**src/hdl/dense_handle_allocator_macros.svh**
```systemverilog
// Assertion helpers for the handle allocator
`ifndef DENSE_HANDLE_ALLOCATOR_MACROS_SVH
`define DENSE_HANDLE_ALLOCATOR_MACROS_SVH

`ifndef SYNTH
`define DHA_ASSERT_NOW(lbl, prop, msg) \
  lbl: assert property (@(posedge clk) disable iff (!rst_n) (prop)) else $error(msg);
`define DHA_ASSERT_IMPL(lbl, ante, cons, msg) \
  lbl: assert property (@(posedge clk) disable iff (!rst_n) (ante) |-> (cons)) else $error(msg);
`define DHA_ASSERT_NEXT(lbl, ante, cons, msg) \
  lbl: assert property (@(posedge clk) disable iff (!rst_n) (ante) |=> (cons)) else $error(msg);
`else
`define DHA_ASSERT_NOW(lbl, prop, msg)
`define DHA_ASSERT_IMPL(lbl, ante, cons, msg)
`define DHA_ASSERT_NEXT(lbl, ante, cons, msg)
`endif

`endif

```
**src/hdl/dha_pkg.sv**
```systemverilog
package dha_pkg;

  localparam int CAPACITY_DEF = 1024;
  localparam int POOL_W       = 11;
  localparam int HANDLE_W     = 10;
  localparam int STATUS_W     = 2;
  localparam int LIVE_W       = 11;
  localparam logic [POOL_W-1:0] POOL_RESET = 11'd1024;

  localparam logic OP_ALLOC = 1'b0;
  localparam logic OP_FREE  = 1'b1;

  typedef enum logic [STATUS_W-1:0] {
    STS_OK       = 2'd0,
    STS_FULL     = 2'd1,
    STS_RANGE    = 2'd2,
    STS_NOT_LIVE = 2'd3
  } status_t;

  typedef enum logic [1:0] {
    S_CLEAR,
    S_IDLE,
    S_EVAL,
    S_COMMIT
  } dha_state_t;

  typedef struct packed {
    logic clr_step;
    logic capture;
    logic wr_swap;
    logic wr_final;
    logic res_load;
  } dha_cmd_t;

  typedef struct packed {
    logic clr_last;
    logic op_free;
    logic early_err;
    logic not_live;
  } dha_sts_t;

endpackage

```
**src/hdl/dha_ctrl.sv**
```systemverilog
module dha_ctrl
  import dha_pkg::*;
(
  input  logic     clk,
  input  logic     rst_n,
  input  logic     in_valid,
  output logic     in_ready,
  output logic     out_valid,
  input  logic     out_ready,
  input  dha_sts_t sts,
  output dha_cmd_t cmd
);

  dha_state_t state_r, state_nxt;
  logic       out_valid_r, out_valid_nxt;
  logic       out_free;

  assign out_free  = !out_valid_r || out_ready;
  assign out_valid = out_valid_r;

  always_ff @(posedge clk) begin
    if (!rst_n) begin
      state_r     <= S_CLEAR;
      out_valid_r <= 1'b0;
    end else begin
      state_r     <= state_nxt;
      out_valid_r <= out_valid_nxt;
    end
  end

  always_comb begin
    state_nxt = state_r;
    cmd       = '0;
    in_ready  = 1'b0;
    unique case (state_r)
      S_CLEAR: begin
        cmd.clr_step = 1'b1;
        if (sts.clr_last) begin
          state_nxt = S_IDLE;
        end
      end
      S_IDLE: begin
        in_ready = 1'b1;
        if (in_valid) begin
          cmd.capture = 1'b1;
          state_nxt   = S_EVAL;
        end
      end
      S_EVAL: begin
        if (sts.early_err || !sts.op_free || sts.not_live) begin
          if (out_free) begin
            cmd.res_load = 1'b1;
            state_nxt    = S_IDLE;
          end
        end else begin
          cmd.wr_swap = 1'b1;
          state_nxt   = S_COMMIT;
        end
      end
      S_COMMIT: begin
        if (out_free) begin
          cmd.wr_final = 1'b1;
          cmd.res_load = 1'b1;
          state_nxt    = S_IDLE;
        end
      end
      default: begin
        state_nxt = S_CLEAR;
      end
    endcase
  end

  always_comb begin
    if (cmd.res_load) begin
      out_valid_nxt = 1'b1;
    end else if (out_ready) begin
      out_valid_nxt = 1'b0;
    end else begin
      out_valid_nxt = out_valid_r;
    end
  end

endmodule

```
**config.mk**
```make
export PLATFORM = sky130hd
export DESIGN_NAME = dha_ctrl
export DESIGN_NICKNAME = d
export VERILOG_FILES = /design/src/hdl/dense_handle_allocator_macros.svh /design/src/hdl/dha_pkg.sv /design/src/hdl/dha_ctrl.sv
export SDC_FILE = /design/constraint.sdc
export NUM_CORES = 1
export LEC_CHECK = 0
export BUFFER_PORTS_ARGS = -buffer_cell sky130_fd_sc_hd__buf_2
export CORE_AREA = 2 2 39 41
export DETAILED_ROUTE_END_ITERATION = 10
export DIE_AREA = 0 0 41 43
export GPL_ROUTABILITY_DRIVEN = 0
export PLACE_DENSITY = 0.43
export RECOVER_POWER = 25
export REMOVE_ABC_BUFFERS = 1
export SLEW_MARGIN = 20
export SYNTH_ARGS = -nofsm -noshare
export SYNTH_HDL_FRONTEND = slang
export SYNTH_SLANG_ARGS = --single-unit
```
**constraint.sdc**
```tcl
create_clock -name clk -period 1.9 [get_ports clk]
set_input_delay 0.19 -clock clk [delete_from_list [all_inputs] [get_ports clk]]
set_output_delay 0.19 -clock clk [all_outputs]
set_load 0.1 [all_outputs]
```
# Word-level counts from Yosys, hierarchy flattened
# Cells that the tools add are included.
# word_totals
register_bits,3
inputBits,8
out_inout_bits,7
elab_cells,33
# op_classes
n_eq_ne,5
n_mux,18
reduce_logical,8
# ops
operator,n
2-to-1 mux 1 bit,11
2-to-1 mux 2 bit,5
case mux 2 bit (4 select lines),1
"equality test 2 bit, second input constant",2
"inequality test 2 bit, second input constant",2
logical OR 1 bit,3
"equality test 2 x 1 -> 1 bit, second input constant",1
zero test 1 bit,2
zero test 2 bit,1
case mux 1 bit (2 select lines),1
AND reduction 2 bit,1
nonzero test 2 bit,1

# Logic depth before layout (Yosys ltp)
# depth
depth_word,6
mapped_depth,3
depth_no_buf,3

# Least setup slack after synthesis
# Ideal clock, no wire load.
# synth_path
kind,flip-flop to output port
from,register state_r[0]
to,output port cmd[2] (netlist name)
arrival_time_ns,2.152
required_ns,1.710
slack_ns,-0.442
stages_incl_launch_ff,3
n_path_buf,0
path_cell_list,dfxtp_1 -> or4b_4 -> nor2_1
# synth_lines
element,line_no,text
start: declaration,dha_ctrl.sv:14,"dha_state_t state_r, state_nxt;"
start signal: assignment,dha_ctrl.sv:26,state_r <= state_nxt;
end: declaration,dha_ctrl.sv:11,output dha_cmd_t cmd

==> impl_metrics.json <==
{
  "run_status": "completed",
  "number_of_antenna_violations_at_the_first_check_in_global_routing": 0,
  "dieArea_um2": 1760,
  "first_pass_iters": 3,
  "antenna-diode-count": 0,
  "maximum_clock_skew_at_final_layout_ns": 0.00240,
  "placement_setup_slack_ns": 0.304,
  "cts.clk_slew.worst_paths_ns": 0.04,
  "data_required_time_at_the_worst_endpoint_ns": 1.71,
  "grt.overflow.total": 0,
  "number_of_global_route_vias_before_repair": 220,
  "fp.dieW_um": 41,
  "irDropWorstVdd_uv": 195,
  "timing.rr.start": "state_r[0]$_SDFFE_PN0P_",
  "finish.net_count": 48,
  "post_cts.repair.setup_buffers": 0,
  "area_growth_syn_to_layout_pct": 62.0,
  "route.vias.total": 204,
  "tightestPinTransition_ns": 1.16,
  "power.leakage_nw": 0.142,
  "hold-worst-slack_ns": 0.223,
  "cts-buffers-inserted": 3,
  "final_period_demand_of_the_worst_path_ns": 1.83,
  "timing.fmax_ghz": 0.545,
  "cts.hold.buffers_added": 0,
  "power_w": 0.000308,
  "cts_max_path_buffers": 2,
  "synth_area_per_cell_um2": 8.99,
  "timing.final.crit_share_pct": 96.5,
  "finalSetupViolCount": 0,
  "final-hold-violation-count": 0,
  "core_um2": 1380,
  "synth-simple-area-share_pct": 49.4,
  "hpwl_um": 367,
  "vias_per_cell": 3.71,
  "final_routed_wire_length_divided_by_cell_count_um": 8.80,
  "worst_slew_margin_rel_pct": 23.2,
  "cp-startpoint": "state_r[0]$_SDFFE_PN0P_",
  "grt_setup_unrepaired": "false",
  "drtAntennaViolNets": 0,
  "worstSetupPathType": "reg2out",
  "finalMaxSlewViolations": 0,
  "synth_xor_xnor_area_share_pct": 0,
  "finalWorstSetupSlack_ns": 0.0667,
  "ff2ff_path_depth": 3,
  "finish.cell_count_without_fillers": 55,
  "layout-drive-gt1-share_pct": 56.4,
  "timing.critical_path.arrival_ns": 1.64,
  "io-pin-count": 15,
  "grt_max_degree": 9,
  "r2r-end": "state_r[1]$_SDFFE_PN0P_",
  "std_cell_rows": 14,
  "number_of_cells_in_the_design_after_placement": 51,
  "root_buffer": "clkbuf_4",
  "drv.max_cap_violation_count": 0,
  "synth_sequential_area_ratio_pct": 30.4,
  "resized_after_cts": 0,
  "muxShareOfSynthArea_pct": 0,
  "numPortBuffers": 14,
  "synth-seq-cells": 3,
  "synth_area_um2": 198,
  "postSynthCellCount": 22,
  "finalSetupTns_ns": 0,
  "timing.critical_path.to": "cmd[0]",
  "setup.worst_path.end_class": "primary output",
  "post-route-drc-count": 0,
  "clk_lat_worst_skew_ns": 0.23,
  "chip_height_um": 43,
  "synth_warnings": 0,
  "worst-r2r-setup-slack_ns": 0.56,
  "finalWirelength_um": 484,
  "worst_hold_path_type": "in2reg",
  "htree_levels": 1,
  "synth_cell_types": 17,
  "power.density_nw_per_um2": 961,
  "adder_and_majority_gate_portion_of_the_synthesized_area_pct": 0,
  "cts_tree": "built",
  "main_combinational_cell_family_by_area_after_synthesis": "simple AND/OR/NAND/NOR gates",
  "cp_max_fo": 8,
  "synth_compound_area_share_pct": 14.6,
  "crit_path_start_kind": "flop",
  "grt_pass1_wl_um": 814,
  "cts.sinks": 3,
  "grt_usage_pct": 7.13,
  "floorplan.initialDensity_pct": 14.3,
  "detail_route.iter0.violations": 5
}
-- metal layers --
layer,track usage (%),share of wire [%],vias to the layer above
met1,8.68,47,83
met5,0,0,-
met4,6.00,0,0
met2,9.06,42,9
li1,-,-,112
met3,3.14,11,0
-- worst max-delay path: stages (launching register included) --
cell,delay (ns)
dfxtp_1,0.36
or4b_4,0.57
and3_4,0.19
buf_2,0.28
-- cells in the final DEF, fill, tap and decap left out, types with 2 or more instances in the layout --
| cell type | n |
|---|---|
| nor2_1 | 3 |
| buf_2 | 12 |
| clkbuf_4 | 3 |
| clkbuf_1 | 2 |
| a21oi_1 | 2 |
| dfxtp_1 | 3 |
-- worst min path at each step --
stage | from | to | slack, ns | cells after the start
2_1_floorplan | rst_n | state_r[0]$_SDFFE_PN0P_ | 0.33 | 1
3_3_place_gp | rst_n | state_r[0]$_SDFFE_PN0P_ | 0.47 | 2
3_5_place_dp | rst_n | state_r[0]$_SDFFE_PN0P_ | 0.47 | 2
4_1_cts | rst_n | state_r[0]$_SDFFE_PN0P_ | 0.22 | 2
5_1_grt | rst_n | state_r[0]$_SDFFE_PN0P_ | 0.23 | 2
6_report | rst_n | state_r[0]$_SDFFE_PN0P_ | 0.22 | 2
-- cell families after synthesis --
logic type / Yosys count
compound gates: 4
flops: 3
buf+inv: 2
simple gates: 13
-- synth_stat cells --
cell type,n,share of area (%)
a21boi_1,1,3.8
a21oi_1,2,5.1
and2_1,1,3.2
and3_2,1,3.8
and3_4,1,5.7
buf_4,1,3.8
dfxtp_1,3,30
inv_1,1,1.9
nand2_1,1,1.9
nand2b_2,1,4.4
nor2_1,3,5.7
nor2b_2,1,4.4
nor3b_1,1,3.8
nor3b_2,1,6.3
o221a_1,1,5.7
or3_1,1,3.2
or4b_4,1,7.0
-- power breakdown --
group	switching [W]	leakage, nW	internal [W]
clock network	0.0000333	0.0150	0.0000787
logic	0.0000928	0.103	0.0000261
registers	0.00000822	0.0247	0.0000684
total	0.000134	0.142	0.000173
-- metrics by stage --
step           instance area [µm²]  util, %
5_1_grt                        320     23.1
4_1_cts                        322     23.2
3_5_place_dp                   295     21.3
6_report                       320     23.1
2_1_floorplan                  190        -
3_3_place_gp                   295     21.3
-- flip-flops by register name (all words and copies together) (netlist names) --
signal	flops
out_valid	1
state_r	2
-- area by class of cell --
cell class	instances	area, µm²
clock buffers	4	26.3
fillers	157	1060
inverters	1	3.75
multi-input cells	17	126
flip-flops and latches	3	60.1
well taps	16	20.0
repair buffers	14	83.8
Note: power is estimated with default switching activity, not from simulation.
